[config.mk]
export PLATFORM = sky130hd
export DESIGN_NAME = idle_power_stage_controller_unit
export DESIGN_NICKNAME = d
export VERILOG_FILES = /design/src/sv/ipsc_pkg.sv /design/src/sv/ipsc_core.sv /design/src/sv/idle_power_stage_controller_unit.sv
export SDC_FILE = /design/constraint.sdc
export NUM_CORES = 1
export LEC_CHECK = 0
export ABC_AREA = 1
export BUFFER_PORTS_ARGS = -buffer_cell sky130_fd_sc_hd__buf_2
export CAP_MARGIN = 20
export CELL_PAD_IN_SITES_DETAIL_PLACEMENT = 1
export CELL_PAD_IN_SITES_GLOBAL_PLACEMENT = 1
export CORE_ASPECT_RATIO = 2
export CORE_MARGIN = 5
export CORE_UTILIZATION = 42
export DETAILED_ROUTE_END_ITERATION = 6
export HOLD_SLACK_MARGIN = 0.03
export PLACE_DENSITY = 0.86
export SYNTH_ARGS = -nofsm -noshare
export SYNTH_HDL_FRONTEND = slang
export SYNTH_SLANG_ARGS = --single-unit
export TNS_END_PERCENT = 50
[constraint.sdc]
create_clock -name clk -period 3.6 [get_ports clk]
set_input_delay 0.36 -clock clk [delete_from_list [all_inputs] [get_ports clk]]
set_output_delay 0.36 -clock clk [all_outputs]
set_load 0.05 [all_outputs]
[src/sv/ipsc_pkg.sv]
// ----------------------------------------------------------------------------
// ipsc_pkg
// Types, codes and reset values shared by the idle power stage controller.
// ----------------------------------------------------------------------------
`default_nettype none

package ipsc_pkg;

  localparam int COUNT_WIDTH = 8;
  localparam int CMP_WIDTH   = (COUNT_WIDTH > 8) ? COUNT_WIDTH : 8;
  localparam logic [COUNT_WIDTH-1:0] IDLE_MAX = {COUNT_WIDTH{1'b1}};

  localparam int ADDR_WIDTH = 5;

  // operation codes
  localparam logic [2:0] OP_TICK     = 3'd0;
  localparam logic [2:0] OP_POLL     = 3'd1;
  localparam logic [2:0] OP_ACTIVITY = 3'd2;
  localparam logic [2:0] OP_PRESS    = 3'd3;
  localparam logic [2:0] OP_WAKE     = 3'd4;

  // pending event bits
  localparam int EV_ACTIVITY = 0;
  localparam int EV_DIM      = 1;
  localparam int EV_OFF      = 2;
  localparam int EV_STOP     = 3;

  // display stages
  localparam logic [1:0] STAGE_ACTIVE = 2'd0;
  localparam logic [1:0] STAGE_DIMMED = 2'd1;
  localparam logic [1:0] STAGE_OFF    = 2'd2;

  // panel commands
  localparam logic [1:0] PANEL_NONE = 2'd0;
  localparam logic [1:0] PANEL_ON   = 2'd1;
  localparam logic [1:0] PANEL_OFF  = 2'd2;

  // stop commands
  localparam logic [1:0] STOP_NONE    = 2'd0;
  localparam logic [1:0] STOP_ENTER   = 2'd1;
  localparam logic [1:0] STOP_REENTER = 2'd2;
  localparam logic [1:0] STOP_RESUME  = 2'd3;

  // register indexes
  localparam logic [2:0] REG_DIM_AFTER   = 3'd0;
  localparam logic [2:0] REG_OFF_AFTER   = 3'd1;
  localparam logic [2:0] REG_STOP_AFTER  = 3'd2;
  localparam logic [2:0] REG_HOLD_POLLS  = 3'd3;
  localparam logic [2:0] REG_REL_POLLS   = 3'd4;
  localparam logic [2:0] REG_DIM_LEVEL   = 3'd5;
  localparam logic [2:0] REG_NORM_LEVEL  = 3'd6;

  localparam logic [7:0] RST_DIM_AFTER  = 8'd20;
  localparam logic [7:0] RST_OFF_AFTER  = 8'd30;
  localparam logic [7:0] RST_STOP_AFTER = 8'd40;
  localparam logic [7:0] RST_HOLD_POLLS = 8'd40;
  localparam logic [7:0] RST_REL_POLLS  = 8'd3;
  localparam logic [7:0] RST_DIM_LEVEL  = 8'd5;
  localparam logic [7:0] RST_NORM_LEVEL = 8'd10;

  typedef struct packed {
    logic [2:0] operation;
    logic       key_level;
    logic       wake_by_key;
    logic       wake_by_motion;
    logic       raise_confirmed;
  } item_t;

  typedef struct packed {
    logic [1:0] panel_command;
    logic       backlight_write;
    logic [7:0] backlight_level;
    logic       refresh_request;
    logic [1:0] stop_command;
    logic       force_sensor_active;
    logic       power_off;
    logic [1:0] panel_stage;
    logic       shutdown_ready;
  } result_t;

  typedef struct packed {
    logic [7:0] dim_after_ticks;
    logic [7:0] off_after_ticks;
    logic [7:0] stop_after_ticks;
    logic [7:0] hold_polls_for_shutdown;
    logic [7:0] release_polls_to_arm;
    logic [7:0] dim_level;
    logic [7:0] normal_level;
  } cfg_t;

endpackage

`default_nettype wire

[src/sv/ipsc_core.sv]
// ----------------------------------------------------------------------------
// ipsc_core
// Controller state and the per-request update: idle counting, event
// latching, long-press detection, event service and stop/wake handling.
// ----------------------------------------------------------------------------
`default_nettype none

module ipsc_core (
  input  wire logic             clk,
  input  wire logic             rst,
  input  wire logic             fire,
  input  wire ipsc_pkg::item_t  item,
  input  wire ipsc_pkg::cfg_t   cfg,
  output ipsc_pkg::result_t     result
);

  logic [ipsc_pkg::COUNT_WIDTH-1:0] idle_count, idle_count_next;
  logic [1:0] stage, stage_next;
  logic [3:0] pending, pending_next;
  logic       in_stop, in_stop_next;
  logic       halted, halted_next;
  logic [7:0] hold_count, hold_count_next;
  logic [7:0] release_count, release_count_next;
  logic       armed, armed_next;
  logic       tracking, tracking_next;

  always_ff @(posedge clk) begin
    if (rst) begin
      idle_count    <= '0;
      stage         <= ipsc_pkg::STAGE_ACTIVE;
      pending       <= '0;
      in_stop       <= 1'b0;
      halted        <= 1'b0;
      hold_count    <= '0;
      release_count <= '0;
      armed         <= 1'b0;
      tracking      <= 1'b0;
    end else if (fire) begin
      idle_count    <= idle_count_next;
      stage         <= stage_next;
      pending       <= pending_next;
      in_stop       <= in_stop_next;
      halted        <= halted_next;
      hold_count    <= hold_count_next;
      release_count <= release_count_next;
      armed         <= armed_next;
      tracking      <= tracking_next;
    end
  end

  logic [ipsc_pkg::COUNT_WIDTH-1:0] idle_inc;
  logic [ipsc_pkg::CMP_WIDTH-1:0]   idle_ext;
  logic [7:0] rel_inc;
  logic [7:0] hold_inc;
  logic       long_done;
  logic       restore;

  always_comb begin
    idle_count_next    = idle_count;
    stage_next         = stage;
    pending_next       = pending;
    in_stop_next       = in_stop;
    halted_next        = halted;
    hold_count_next    = hold_count;
    release_count_next = release_count;
    armed_next         = armed;
    tracking_next      = tracking;
    restore            = 1'b0;
    long_done          = 1'b0;
    result             = '0;

    idle_inc = (idle_count < ipsc_pkg::IDLE_MAX) ? idle_count + 1'b1 : idle_count;
    idle_ext = ipsc_pkg::CMP_WIDTH'(idle_inc);
    rel_inc  = (tracking && release_count < cfg.release_polls_to_arm) ?
               release_count + 8'd1 : release_count;
    hold_inc = (hold_count < cfg.hold_polls_for_shutdown) ?
               hold_count + 8'd1 : hold_count;

    if (!halted) begin
      case (item.operation)
        ipsc_pkg::OP_TICK: begin
          if (!in_stop) begin
            idle_count_next = idle_inc;
            if (stage == ipsc_pkg::STAGE_ACTIVE &&
                idle_ext >= ipsc_pkg::CMP_WIDTH'(cfg.dim_after_ticks))
              pending_next[ipsc_pkg::EV_DIM] = 1'b1;
            if (stage != ipsc_pkg::STAGE_OFF &&
                idle_ext >= ipsc_pkg::CMP_WIDTH'(cfg.off_after_ticks))
              pending_next[ipsc_pkg::EV_OFF] = 1'b1;
            if (idle_ext >= ipsc_pkg::CMP_WIDTH'(cfg.stop_after_ticks))
              pending_next[ipsc_pkg::EV_STOP] = 1'b1;
          end
        end
        ipsc_pkg::OP_POLL: begin
          if (!in_stop) begin
            pending_next = '0;
            // long press
            if (!item.key_level) begin
              hold_count_next    = '0;
              release_count_next = rel_inc;
              if (tracking && rel_inc >= cfg.release_polls_to_arm)
                armed_next = 1'b1;
            end else begin
              release_count_next = '0;
              if (!tracking || !armed) begin
                hold_count_next = '0;
              end else begin
                hold_count_next = hold_inc;
                long_done = hold_inc >= cfg.hold_polls_for_shutdown;
              end
            end
            // event service
            if (long_done) begin
              halted_next      = 1'b1;
              result.power_off = 1'b1;
            end else if (pending[ipsc_pkg::EV_ACTIVITY]) begin
              restore = 1'b1;
            end else if (pending[ipsc_pkg::EV_STOP]) begin
              in_stop_next        = 1'b1;
              result.stop_command = ipsc_pkg::STOP_ENTER;
            end else if (pending[ipsc_pkg::EV_OFF] && stage != ipsc_pkg::STAGE_OFF) begin
              result.backlight_write = 1'b1;
              result.backlight_level = '0;
              result.panel_command   = ipsc_pkg::PANEL_OFF;
              stage_next             = ipsc_pkg::STAGE_OFF;
            end else if (pending[ipsc_pkg::EV_DIM] && stage == ipsc_pkg::STAGE_ACTIVE) begin
              result.backlight_write = 1'b1;
              result.backlight_level = cfg.dim_level;
              stage_next             = ipsc_pkg::STAGE_DIMMED;
            end
          end
        end
        ipsc_pkg::OP_ACTIVITY: begin
          pending_next[ipsc_pkg::EV_ACTIVITY] = 1'b1;
        end
        ipsc_pkg::OP_PRESS: begin
          tracking_next = 1'b1;
        end
        ipsc_pkg::OP_WAKE: begin
          if (in_stop) begin
            if (item.wake_by_key) begin
              in_stop_next               = 1'b0;
              result.force_sensor_active = 1'b1;
              result.stop_command        = ipsc_pkg::STOP_RESUME;
              restore                    = 1'b1;
            end else if (item.wake_by_motion && item.raise_confirmed) begin
              in_stop_next        = 1'b0;
              result.stop_command = ipsc_pkg::STOP_RESUME;
              restore             = 1'b1;
            end else begin
              result.stop_command = ipsc_pkg::STOP_REENTER;
            end
          end
        end
        default: begin
        end
      endcase
    end

    if (restore) begin
      hold_count_next        = '0;
      release_count_next     = '0;
      armed_next             = 1'b0;
      tracking_next          = 1'b0;
      idle_count_next        = '0;
      result.panel_command   = ipsc_pkg::PANEL_ON;
      result.backlight_write = 1'b1;
      result.backlight_level = cfg.normal_level;
      result.refresh_request = 1'b1;
      stage_next             = ipsc_pkg::STAGE_ACTIVE;
    end

    result.panel_stage    = stage_next;
    result.shutdown_ready = armed_next;
  end

endmodule

`default_nettype wire

[src/sv/idle_power_stage_controller_unit.sv]
// ----------------------------------------------------------------------------
// idle_power_stage_controller_unit
// Inactivity power sequencer: dims, turns off and stops the display on idle
// ticks, restores on activity or wake, and powers off on a long key press.
// ----------------------------------------------------------------------------
//  channel   handshake              payload
//  item      item_valid/item_ready  item   (ipsc_pkg::item_t)
//  result    result_valid/ready     result (ipsc_pkg::result_t)
//  config    APB psel/penable       paddr, pwdata, prdata, pready
//
//  Each request yields one result in the output register on the next
//  cycle. A new request is taken whenever the output register is empty or
//  drains in the same cycle, so throughput is one per cycle. Synchronous
//  reset restores register defaults, clears core state and result_valid.
// ----------------------------------------------------------------------------
`default_nettype none

module idle_power_stage_controller_unit (
  input  wire logic                           clk,
  input  wire logic                           rst,
  input  wire logic                           item_valid,
  output logic                                item_ready,
  input  wire ipsc_pkg::item_t                item,
  output logic                                result_valid,
  input  wire logic                           result_ready,
  output ipsc_pkg::result_t                   result,
  input  wire logic                           psel,
  input  wire logic                           penable,
  input  wire logic                           pwrite,
  input  wire logic [ipsc_pkg::ADDR_WIDTH-1:0] paddr,
  input  wire logic [31:0]                    pwdata,
  output logic [31:0]                         prdata,
  output logic                                pready
);

  ipsc_pkg::cfg_t    cfg;
  ipsc_pkg::result_t step_result;
  logic              fire;
  logic              wr_en;
  logic [2:0]        reg_index;

  assign pready    = 1'b1;
  assign wr_en     = psel && penable && pwrite;
  assign reg_index = paddr[4:2];

  always_ff @(posedge clk) begin
    if (rst) begin
      cfg.dim_after_ticks         <= ipsc_pkg::RST_DIM_AFTER;
      cfg.off_after_ticks         <= ipsc_pkg::RST_OFF_AFTER;
      cfg.stop_after_ticks        <= ipsc_pkg::RST_STOP_AFTER;
      cfg.hold_polls_for_shutdown <= ipsc_pkg::RST_HOLD_POLLS;
      cfg.release_polls_to_arm    <= ipsc_pkg::RST_REL_POLLS;
      cfg.dim_level               <= ipsc_pkg::RST_DIM_LEVEL;
      cfg.normal_level            <= ipsc_pkg::RST_NORM_LEVEL;
    end else if (wr_en) begin
      case (reg_index)
        ipsc_pkg::REG_DIM_AFTER:  cfg.dim_after_ticks         <= pwdata[7:0];
        ipsc_pkg::REG_OFF_AFTER:  cfg.off_after_ticks         <= pwdata[7:0];
        ipsc_pkg::REG_STOP_AFTER: cfg.stop_after_ticks        <= pwdata[7:0];
        ipsc_pkg::REG_HOLD_POLLS: cfg.hold_polls_for_shutdown <= pwdata[7:0];
        ipsc_pkg::REG_REL_POLLS:  cfg.release_polls_to_arm    <= pwdata[7:0];
        ipsc_pkg::REG_DIM_LEVEL:  cfg.dim_level               <= pwdata[7:0];
        ipsc_pkg::REG_NORM_LEVEL: cfg.normal_level            <= pwdata[7:0];
        default: begin
        end
      endcase
    end
  end

  always_comb begin
    case (reg_index)
      ipsc_pkg::REG_DIM_AFTER:  prdata = {24'd0, cfg.dim_after_ticks};
      ipsc_pkg::REG_OFF_AFTER:  prdata = {24'd0, cfg.off_after_ticks};
      ipsc_pkg::REG_STOP_AFTER: prdata = {24'd0, cfg.stop_after_ticks};
      ipsc_pkg::REG_HOLD_POLLS: prdata = {24'd0, cfg.hold_polls_for_shutdown};
      ipsc_pkg::REG_REL_POLLS:  prdata = {24'd0, cfg.release_polls_to_arm};
      ipsc_pkg::REG_DIM_LEVEL:  prdata = {24'd0, cfg.dim_level};
      ipsc_pkg::REG_NORM_LEVEL: prdata = {24'd0, cfg.normal_level};
      default:                  prdata = '0;
    endcase
  end

  assign item_ready = !result_valid || result_ready;
  assign fire       = item_valid && item_ready;

  ipsc_core u_core (
    .clk    (clk),
    .rst    (rst),
    .fire   (fire),
    .item   (item),
    .cfg    (cfg),
    .result (step_result)
  );

  always_ff @(posedge clk) begin
    if (rst) begin
      result_valid <= 1'b0;
    end else if (fire) begin
      result_valid <= 1'b1;
    end else if (result_ready) begin
      result_valid <= 1'b0;
    end
  end

  always_ff @(posedge clk) begin
    if (fire) begin
      result <= step_result;
    end
  end

endmodule

`default_nettype wire
Yosys cells after proc, flatten, opt, wreduce, memory -nomap -nowiden
Cells that the tools add are included.

word-level totals
  bits in registers = 110
  input bits = 51
  output and inout port bits = 54

cells by class
  add/sub/neg operators = 3
  order comparisons = 8
  equal/unequal tests = 18
  mux-type cells = 90
  bitwise operators = 4
  reductions and logical operators = 42

operator list
  kind                 count
  $mux 8               18
  $mux 10              6
  $pmux 8 s7           1
  $mux 1               41
  $ge 8x8->1           5
  $mux 9               3
  $mux 2               13
  $add 8x1->8 const B  3
  $reduce_and 6->1     3
  $lt 8x8->1           2
  $reduce_and 2->1     7
  $reduce_bool 2->1    7
  $eq 3x2->1 const B   4
  $eq 3x3->1 const B   4
  $reduce_and 4->1     3
  $logic_and 1x1->1    10
  $ne 2x2->1 const B   5
  $lt 8x8->1 const B   1
  $reduce_or 7->1      1
  $eq 3x1->1 const B   2
  $logic_not 3->1      2
  $mux 3               2
  $ne 2x1->1 const B   3
  $pmux 1 s2           3
  9 further kinds      16

Logic depth before layout (Yosys ltp)
Gate-level depths: netlist (run 1).

  word-level depth = 14
  mapped depth = 23
  gate-level depth less buffers = 23

By module
From an unflattened synthesis (run 1), not the netlist that was laid out.

second synthesis, totals
  cell total of the unflattened synthesis = 1122
  area, all modules = 7637.3 um^2

by module, submodules not included
  module                            instances  cells each  area each (um^2)
  ipsc_core                         1          626         3920.0
  idle_power_stage_controller_unit  1          496         3717.3

Least setup slack after synthesis (run 1)
No wires, ideal clock.

  path kind = reg2reg
  from = register, netlist name cfg[31]
  to = register result[16] (netlist bit) (data pin)
  library setup time = 0.262 ns
  data arrival time = 2.424 ns
  required time = 3.338 ns
  path slack = 0.914 ns
  cell stages (with the launch flop) = 20
  buffers on the path = 1
  clock period less this slack = 2.686 ns
  path through = dfxtp_1 -> inv_1 -> ha_1 -> nand2_1 -> o21a_1 -> nand2_2 -> nand2_1 -> nand2_1 -> inv_1 -> ha_1 -> nand2_1 -> nor2_1 -> nand4_1 -> nand3_1 -> nand2_2 -> nand2_2 -> nand2_4 -> nand2_8 -> buf_6 -> nand3_1

between the ends
  word-level cells in the longest chain between the ends = 12

ends and longest elaborated chain
  element                                       line                                     RTL
  $lt 8x8->1                                    ipsc_core.sv:76                          hold_inc = (hold_count < cfg.hold_polls_for_shutdown) ?
  $mux 8                                        ipsc_core.sv:76
  $ge 8x8->1 (*)                                ipsc_core.sv:109                         long_done = hold_inc >= cfg.hold_polls_for_shutdown;
  $mux 1 (*)                                    ipsc_core.sv:105                         if (!tracking || !armed) begin
  $mux 1 (*)                                    ipsc_core.sv:98                          if (!item.key_level) begin
  $mux 1 (*)                                    ipsc_core.sv:95                          if (!in_stop) begin
  $mux 1 (*)                                    ipsc_core.sv:80                          case (item.operation)
  $mux 1 (*)                                    ipsc_core.sv:79                          if (!halted) begin
  $mux 1 / $mux 10 (equally long branches)      ipsc_core.sv:113                         if (long_done) begin
  $mux 1 / $mux 10 (equally long branches)      ipsc_core.sv:95
  $pmux 1 s2 / $mux 10 (equally long branches)  ipsc_core.sv:80
  $mux 1 / $mux 10 (equally long branches)      ipsc_core.sv:79
  to (signal assigned)                          idle_power_stage_controller_unit.sv:107  result <= step_result;
  to (decl)                                     idle_power_stage_controller_unit.sv:26   output ipsc_pkg::result_t result,

Every way passes the cells marked *; elsewhere a longest branch is shown, timed or not. The select of a mux whose other input is x is not followed.
A chain may end at the register's enable or synchronous reset.

==> results.md, run 1 <==
- Die area: 18800 sq um
- Synthesized flop and latch total: 110
- Initial Util: 0.426
- Vias in the first global route: 6799
- Peak VDD IR: 0.215 mV
- Top-count cell post-synth: nand2_1
- Clock Skews: 0.0101 ns
- WP buf/inv: 4
- Root Driver: clkbuf_16
- Max-cap violations: 0
- Critical path class: reg -> reg
- Core ar.: 15800 sq um
- Sequential element share of the synthesized area: 0.356
- Sequential share of power: 0.472
- DR pass1 iterations: 4
- Hold Path Depth: 2
- Mean Syn Cell Area: 7.65 sq um
- Hold Path Origin: item[2]
- EDFF count, synth: 19
- H-tree Lvls: 3
- Largest family of logic cells by synthesized area: simple AND/OR/NAND/NOR gates
- WL final: 21.1 mm
- Dpl ws: 0.160 ns
- Unique masters post-synth: 47
- Largest net degree at the start of global routing: 73
- Xor/xnor cell area share of the yosys netlist: 0.0247
- Fin crit share: 0.925
- Setup Viol. Count Final: 0
- Crit Path Max Fanout: 25
- Synth async-reset ratio: 0
- Commonest register cell after synthesis: dfxtp_1
- Die span in y: 189 microns
- CTS sink count: 110
- CP delay by family, top: simple AND/OR/NAND/NOR gates
- Status: finished, final reports clean
- Hold_ws: 0.305 ns
- Hold Vio Cnt, Final: 0
- Synth top area share: 0.271
- Final nets: 1038
- Cell Area, Placed: 7100 sq um
- YS warnings: 0
- Yosys top cell by area: dfxtp_1
- Post-synthesis mux area share: 0.00167
- WL per Instance: 18.6 microns
- Routed Antenna Nets: 0
- RR Endpoint: result[15]$_DFFE_PP_
- Clock Latency Late Sink: 0.36 ns
- GRT overflow: 0
- Max Freq: 0.300 GHz
- Post-route cell area: 7400 sq um
- Share of layout cells above drive strength 1: 0.142
- Total Routing Usage GR: 0.229
- DP Wirelength: 16.6 mm
- CTS tree: yes
- Vias: 6324
- DR vias/cell: 5.57
- Worst setup EP type: flop
- Worst setup margin: 0.271 ns
- Fin. max-slew vios: 0
- Area delta synth->final: 10.0%
- Number of diodes: 0
- Drt first-iter violations: 261
- Cell count after synthesis: 879
- Leakage: 3.40 nW
- CTS buffer count: 9
- RR Startpoint: cfg[25]$_SDFFE_PP0P_
- Fin crit period: 3.33 ns
- Critical path's slowest cell: dfxtp_1
- Reg2Reg Depth: 21
- Top cells by count, synth: nand2_1 (142), inv_1 (105), a21oi_1 (98), dfxtp_1 (91), ha_1 (57)
- First-pass GRT wire length: 33.9 mm
- Hold_buf cts: 0
- Worst path depth: 21
- Power, Total: 2.76 mW
- Remaining DRCs: 0
- Synthesized area: 6730 sq um
- Die Span X: 99.5 microns
- Design internal power: 1.90 mW
- PwrDens: 373 nW/um^2
- Setup_tns: 0 ns
- Max Root-Sink Buffers: 2
- Complex-gate fraction of the synthesized area: 0.184
- Clock transition at path regs: 0.07 ns
- RSZ-0062 raised after global routing: no
- Startpoint types: flop
- Switch Pwr: 0.852 mW
- Comb power frac: 0.161
- Simple-Gate Fraction of Synth Area: 0.210
- Worst Hold End: result[4]$_SDFFCE_PP0P_
- CP cell instances: inv_1 > ha_1 > a21oi_1 > o21ai_1 > nand2_2 > buf_4 > nand3_1 > nand2_1 > inv_1 > ha_1 > nand2_1 > nor2_1 > nand4_1 > nand3_2 > nand2_2 > nand2_2 > nand2_4 > nand2_8 > inv_1 > nand2_1 > o21ai_0
- Largest cells by area after synthesis: dfxtp_1 (27%), ha_1 (11%), edfxtp_1 (8.5%), nand2_1 (7.9%), a21oi_1 (7.3%)
- Worst-Margin Slew: 0.763 ns
- Switching share of power: 0.309
- I/O Buffers: 53
- Clk pwr share: 0.367
- Max incr delay on CP: 0.41 ns
- Hold Path Class: in -> reg
- Core Rows: 65
- Post-Synth Adder-Cell Area: 0.106
- Routability cong.: 0.890
- Worst R2R Setup Slack: 0.27 ns
- Initial antenna violation count: 0
- Worst path required time: 3.70 ns
- Ports: 105
- CP arrival: 3.43 ns
- Slew margin rel.: 0.491
[power groups by stage]
stage	registers, mW	logic [mW]	clock network [mW]
final	1.30	0.444	1.01
after global routing	1.31	0.483	1.07
after CTS	1.30	0.443	1.03
after detailed placement	1.33	0.440	0
after global placement	1.33	0.427	0
after floorplan	1.37	0.293	0
[cell type report]
| cell class | count | area [sq um] |
|---|---|---|
| Fill cell | 2050 | 8380 |
| Multi-Input combinational cell | 619 | 3650 |
| Sequential cell | 110 | 2390 |
| Inverter | 128 | 480 |
| Timing Repair Buffer | 62 | 333 |
| Tap cell | 201 | 251 |
| Clock buffer | 10 | 250 |
| Clock inverter | 6 | 41.3 |
[kinds of logic (layout without fill, tap and decap cells)]
logic type,after synthesis,count (layout)
AO/OA/AOI/OAI,223,223
XOR/XNOR,19,19
adder cells (fa/ha/maj),57,57
buffers and inverters,173,206
flip-flops,110,110
multiplexers,1,1
other,2,25
AND/OR/NAND/NOR,294,294
[flip-flops by register name (all words and copies together) (netlist names)]
| register | count |
|---|---|
| cfg | 56 |
| result | 19 |
| u_core.hold_count | 8 |
| u_core.idle_count | 8 |
| u_core.release_count | 8 |
| u_core.pending | 4 |
| u_core.stage | 2 |
| result_valid | 1 |
| u_core.armed | 1 |
| u_core.halted | 1 |
| u_core.in_stop | 1 |
| u_core.tracking | 1 |
[worst max-delay path by stage]
stage	from	to	slack, ns
after global placement	cfg[25]$_SDFFE_PP0P_	result[15]$_DFFE_PP_	0.24
after CTS	cfg[25]$_SDFFE_PP0P_	result[15]$_DFFE_PP_	0.11
after floorplan	cfg[31]$_SDFFE_PP0P_	result[16]$_SDFFCE_PN1P_	0.91
after detailed placement	cfg[25]$_SDFFE_PP0P_	result[15]$_DFFE_PP_	0.16
final	cfg[25]$_SDFFE_PP0P_	result[15]$_DFFE_PP_	0.27
after global routing	cfg[25]$_SDFFE_PP0P_	result[15]$_DFFE_PP_	0.05
[worst reg2reg max path: stages, from the launching register on]
cell	delay, ns
dfxtp_1	0.41
inv_1	0.11
ha_1	0.31
a21oi_1	0.16
o21ai_1	0.10
nand2_2	0.14
buf_4	0.15
nand3_1	0.06
nand2_1	0.07
inv_1	0.06
ha_1	0.29
nand2_1	0.05
nor2_1	0.11
nand4_1	0.13
nand3_2	0.15
nand2_2	0.12
nand2_2	0.11
nand2_4	0.08
nand2_8	0.17
inv_1	0.11
nand2_1	0.08
o21ai_0	0.09
[cells in the final DEF, fill, tap and decap left out, types with 19 or more instances in the layout]
cell	synthesis	final
buf_2	7	53
nand2_1	142	141
edfxtp_1	19	19
nor2_1	48	48
nand3_1	52	51
o21ai_0	33	33
dfxtp_1	91	91
inv_2	21	21
o21ai_1	43	43
ha_1	57	57
inv_1	105	105
a21oi_1	98	98
conb_1	2	25
[routing by layer]
metal / up-vias / wire, microns / share of wire / global-route usage
li1: 3023 / - / - / -
met1: 3076 / 6980 / 0.33 / 0.206
met2: 151 / 12100 / 0.57 / 0.459
met3: 74 / 580 / 0.027 / 0.0232
met4: 0 / 1450 / 0.069 / 0.151
met5: - / 0 / 0 / 0
[repair_timing]
action | CTS | global route
setup buffers | 0 | 0
gates resized for setup | 0 | 3
setup endpoints to repair | 0 | 22
[through the flow]
| step | cells | util |
|---|---|---|
| floorplan | 902 | - |
| global placement | 1120 | 0.450 |
| detailed placement | 1120 | 0.450 |
| CTS | 1136 | 0.468 |
| global route | 1136 | 0.469 |
| finish | 1136 | 0.469 |
No activity file was read; power rests on OpenSTA's default activity.
==> run 2: changes to the inputs <==
--- a/config.mk
+++ b/config.mk
@@ -12,10 +12,10 @@
 export CELL_PAD_IN_SITES_GLOBAL_PLACEMENT = 1
 export CORE_ASPECT_RATIO = 2
 export CORE_MARGIN = 5
-export CORE_UTILIZATION = 42
+export CORE_UTILIZATION = 39
 export DETAILED_ROUTE_END_ITERATION = 6
 export HOLD_SLACK_MARGIN = 0.03
-export PLACE_DENSITY = 0.86
+export PLACE_DENSITY = 0.81
 export SYNTH_ARGS = -nofsm -noshare
 export SYNTH_HDL_FRONTEND = slang
 export SYNTH_SLANG_ARGS = --single-unit
==> constraint.sdc (replaced) <==
create_clock -name clk -period 3.6 [get_ports clk]
set_input_delay 0.72 -clock clk [delete_from_list [all_inputs] [get_ports clk]]
set_output_delay 0.72 -clock clk [all_outputs]
set_load 0.05 [all_outputs]
==> run 2 against run 1 <==
Effect of this change: die area is 7.1% higher; core utilization is 3.9 points lower; cell count is 0.18% higher; combinational power is 2% lower; critical endpoint unchanged; largest power group unchanged; highest routed layer unchanged.
==> results.md, run 2 (same netlist as run 1, synthesis figures left out) <==
- Initial antenna violation count: 0 (unchanged)
- Critical Path End: result[15]$_DFFE_PP_ (unchanged)
- DR vias/cell: 5.42 (was 5.57)
- Core Rows: 68 (was 65)
- Comb power frac: 0.160 (was 0.161)
- Commonest cells after routing, fill and taps aside: nand2_1 (141), inv_1 (105), a21oi_1 (98) (unchanged)
- Finished Layout Cells: 1138 (was 1136)
- CTS sink count: 110 (unchanged)
- I/O Buffers: 53 (unchanged)
- Worst Setup SP: cfg[27]$_SDFFE_PP1P_ (was cfg[25]$_SDFFE_PP0P_)
- Die span in y: 196 microns (was 189 microns)
- Routability cong.: 0.835 (was 0.890)
- Resized Gates After CTS: 0 (unchanged)
- Max-cap violations: 0 (unchanged)
- Hold_ws: 0.469 ns (was 0.305 ns)
- CTS buffer count: 9 (unchanged)
- Die Span X: 103 microns (was 99.5 microns)
- WL final: 19.5 mm (was 21.1 mm)
- Final nets: 1031 (was 1038)
- Status: finished, final reports clean (unchanged)
- Drt first-iter violations: 270 (was 261)
- Clock Skews: 0.00691 ns (was 0.0101 ns)
- Top reg by flops: cfg (unchanged)
- Clock transition at path regs: 0.07 ns (about the same)
- Initial Util: 0.393 (was 0.426)
- H-tree Lvls: 3 (unchanged)
- Largest net degree at the start of global routing: 69 (was 73)
- CP arrival: 3.36 ns (was 3.43 ns)
- Hold Path Class: reg -> reg (was in -> reg)
- Clock Latency Late Sink: 0.35 ns (was 0.36 ns)
- Share of layout cells above drive strength 1: 0.136 (was 0.142)
- Total Routing Usage GR: 0.199 (was 0.229)
- Fin crit period: 3.26 ns (was 3.33 ns)
- Hold Vio Cnt, Final: 0 (unchanged)
- Worst R2R Setup Slack: 0.34 ns (was 0.27 ns)
- WL per Instance: 17.2 microns (was 18.6 microns)
- Clk pwr share: 0.360 (was 0.367)
- Switch Pwr: 0.847 mW (was 0.852 mW)
- Peak VDD IR: 0.218 mV (was 0.215 mV)
- Worst-Margin Slew: 0.674 ns (was 0.763 ns)
- PwrDens: 369 nW/um^2 (was 373 nW/um^2)
- Number of diodes: 0 (unchanged)
- Post-CTS Setup Inserts: 0 (unchanged)
- Commonest non-fill, non-tap cell in the layout: nand2_1 (unchanged)
- Setup_tns: 0 ns (unchanged)
- CTS tree: yes (unchanged)
- RR Startpoint: cfg[27]$_SDFFE_PP1P_ (was cfg[25]$_SDFFE_PP0P_)
- Area delta synth->final: 9.23% (was 10.0%)
- Switching share of power: 0.312 (was 0.309)
- RSZ-0062 raised after global routing: no (unchanged)
- RR Endpoint: result[15]$_DFFE_PP_ (unchanged)
- Core ar.: 17100 sq um (was 15800 sq um)
- Setup Viol. Count Final: 0 (unchanged)
- Worst setup EP type: flop (unchanged)
- Fin crit share: 0.906 (was 0.925)
- Worst path required time: 3.69 ns (was 3.70 ns)
- Startpoint types: flop (unchanged)
- Max Freq: 0.307 GHz (was 0.300 GHz)
- Reg2Reg Depth: 21 (unchanged)
- Crit Path Max Fanout: 28 (was 25)
- Ports: 105 (unchanged)
- Critical path class: reg -> reg (unchanged)
- Slew margin rel.: 0.551 (was 0.491)
- DR pass1 iterations: 4 (unchanged)
- Biggest regs: cfg x56, result x19 (unchanged)
- GRT overflow: 0 (unchanged)
- Max FFs per register: 56 (unchanged)
- Vias: 6173 (was 6324)
- First-pass GRT wire length: 31.9 mm (was 33.9 mm)
- Die area: 20100 sq um (was 18800 sq um)
- Root Driver: clkbuf_16 (unchanged)
- DP Cell Count: 1122 (was 1120)
- DP Wirelength: 14.8 mm (was 16.6 mm)
- Hold_buf cts: 0 (unchanged)
- Max Root-Sink Buffers: 2 (unchanged)
- Vias in the first global route: 6342 (was 6799)
- Design internal power: 1.86 mW (was 1.90 mW)
- Remaining DRCs: 0 (unchanged)
- Fin. max-slew vios: 0 (unchanged)
- Sequential share of power: 0.480 (was 0.472)
- Routed Antenna Nets: 0 (unchanged)
- Leakage: 3.37 nW (was 3.40 nW)
[run 2: cell types whose count changed in the layout (fill, tap and decap cells not counted), sizes merged]
| cell | before | now |
|---|---|---|
| buf | 62 | 55 |
[run 2: how the worst min path moves through the flow]
stage	start	to	slack (ns)	cells past startpoint
after floorplan	u_core.pending[1]$_SDFFE_PP0P_	u_core.pending[1]$_SDFFE_PP0P_	0.44	2
after global placement	u_core.pending[1]$_SDFFE_PP0P_	u_core.pending[1]$_SDFFE_PP0P_	0.45	2
after detailed placement	u_core.pending[1]$_SDFFE_PP0P_	u_core.pending[1]$_SDFFE_PP0P_	0.46	2
after CTS	u_core.pending[1]$_SDFFE_PP0P_	u_core.pending[1]$_SDFFE_PP0P_	0.47	2
after global routing	u_core.pending[0]$_SDFFE_PP0P_	u_core.pending[0]$_SDFFE_PP0P_	0.51	2
final	u_core.pending[1]$_SDFFE_PP0P_	u_core.pending[1]$_SDFFE_PP0P_	0.47	2
[run 2: per-stage QoR]
step	instance area, sq um	utilization	total power [mW]	setup slack (ns)
CTS	7330	0.429	2.72	0.100
global placement	7050	0.412	1.74	0.335
global route	7350	0.430	2.83	0.0205
floorplan	6810	-	1.66	0.914
detailed placement	7050	0.412	1.76	0.137
finish	7350	0.430	2.71	0.338
[run 2: power groups by stage]
| stage | combinational, mW | clock, mW | sequential (mW) |
|---|---|---|---|
| 2_1_floorplan | 0.293 | 0 | 1.37 |
| 3_3_place_gp | 0.413 | 0 | 1.33 |
| 3_5_place_dp | 0.428 | 0 | 1.33 |
| 4_1_cts | 0.431 | 0.987 | 1.30 |
| 5_1_grt | 0.478 | 1.04 | 1.31 |
| 6_report | 0.434 | 0.975 | 1.30 |
[run 2: layer usage]
layer  track usage  up-vias  part of all wire
met5             0        -                 0
met4        0.0500        0             0.016
met3        0.0263       22             0.039
met2         0.345      137              0.52
met1         0.257     2999              0.43
li1              -     3015                 -
[run 2: layout make-up]
class	count	area, sq um
fill	2151	9750
multi-input combinational	619	3660
sequential	110	2390
inverter	128	480
timing repair buffer	55	280
tap	210	263
clock buffer	10	229
clock inverter	6	45.0
[run 2: critical path, cell delays in order, from the launching register on]
cell	delay (ns)
dfxtp_1	0.34
inv_1	0.11
ha_1	0.32
nand2_1	0.06
o21ai_1	0.18
nand2_2	0.16
nand2_4	0.16
nand2_1	0.07
nand2_1	0.06
inv_1	0.08
ha_1	0.31
nand2_1	0.05
nor2_1	0.13
nand4_1	0.13
nand3_2	0.13
nand2_4	0.11
nand2_2	0.11
nand2_4	0.08
nand2_8	0.18
inv_1	0.10
nand2_1	0.07
o21ai_0	0.08
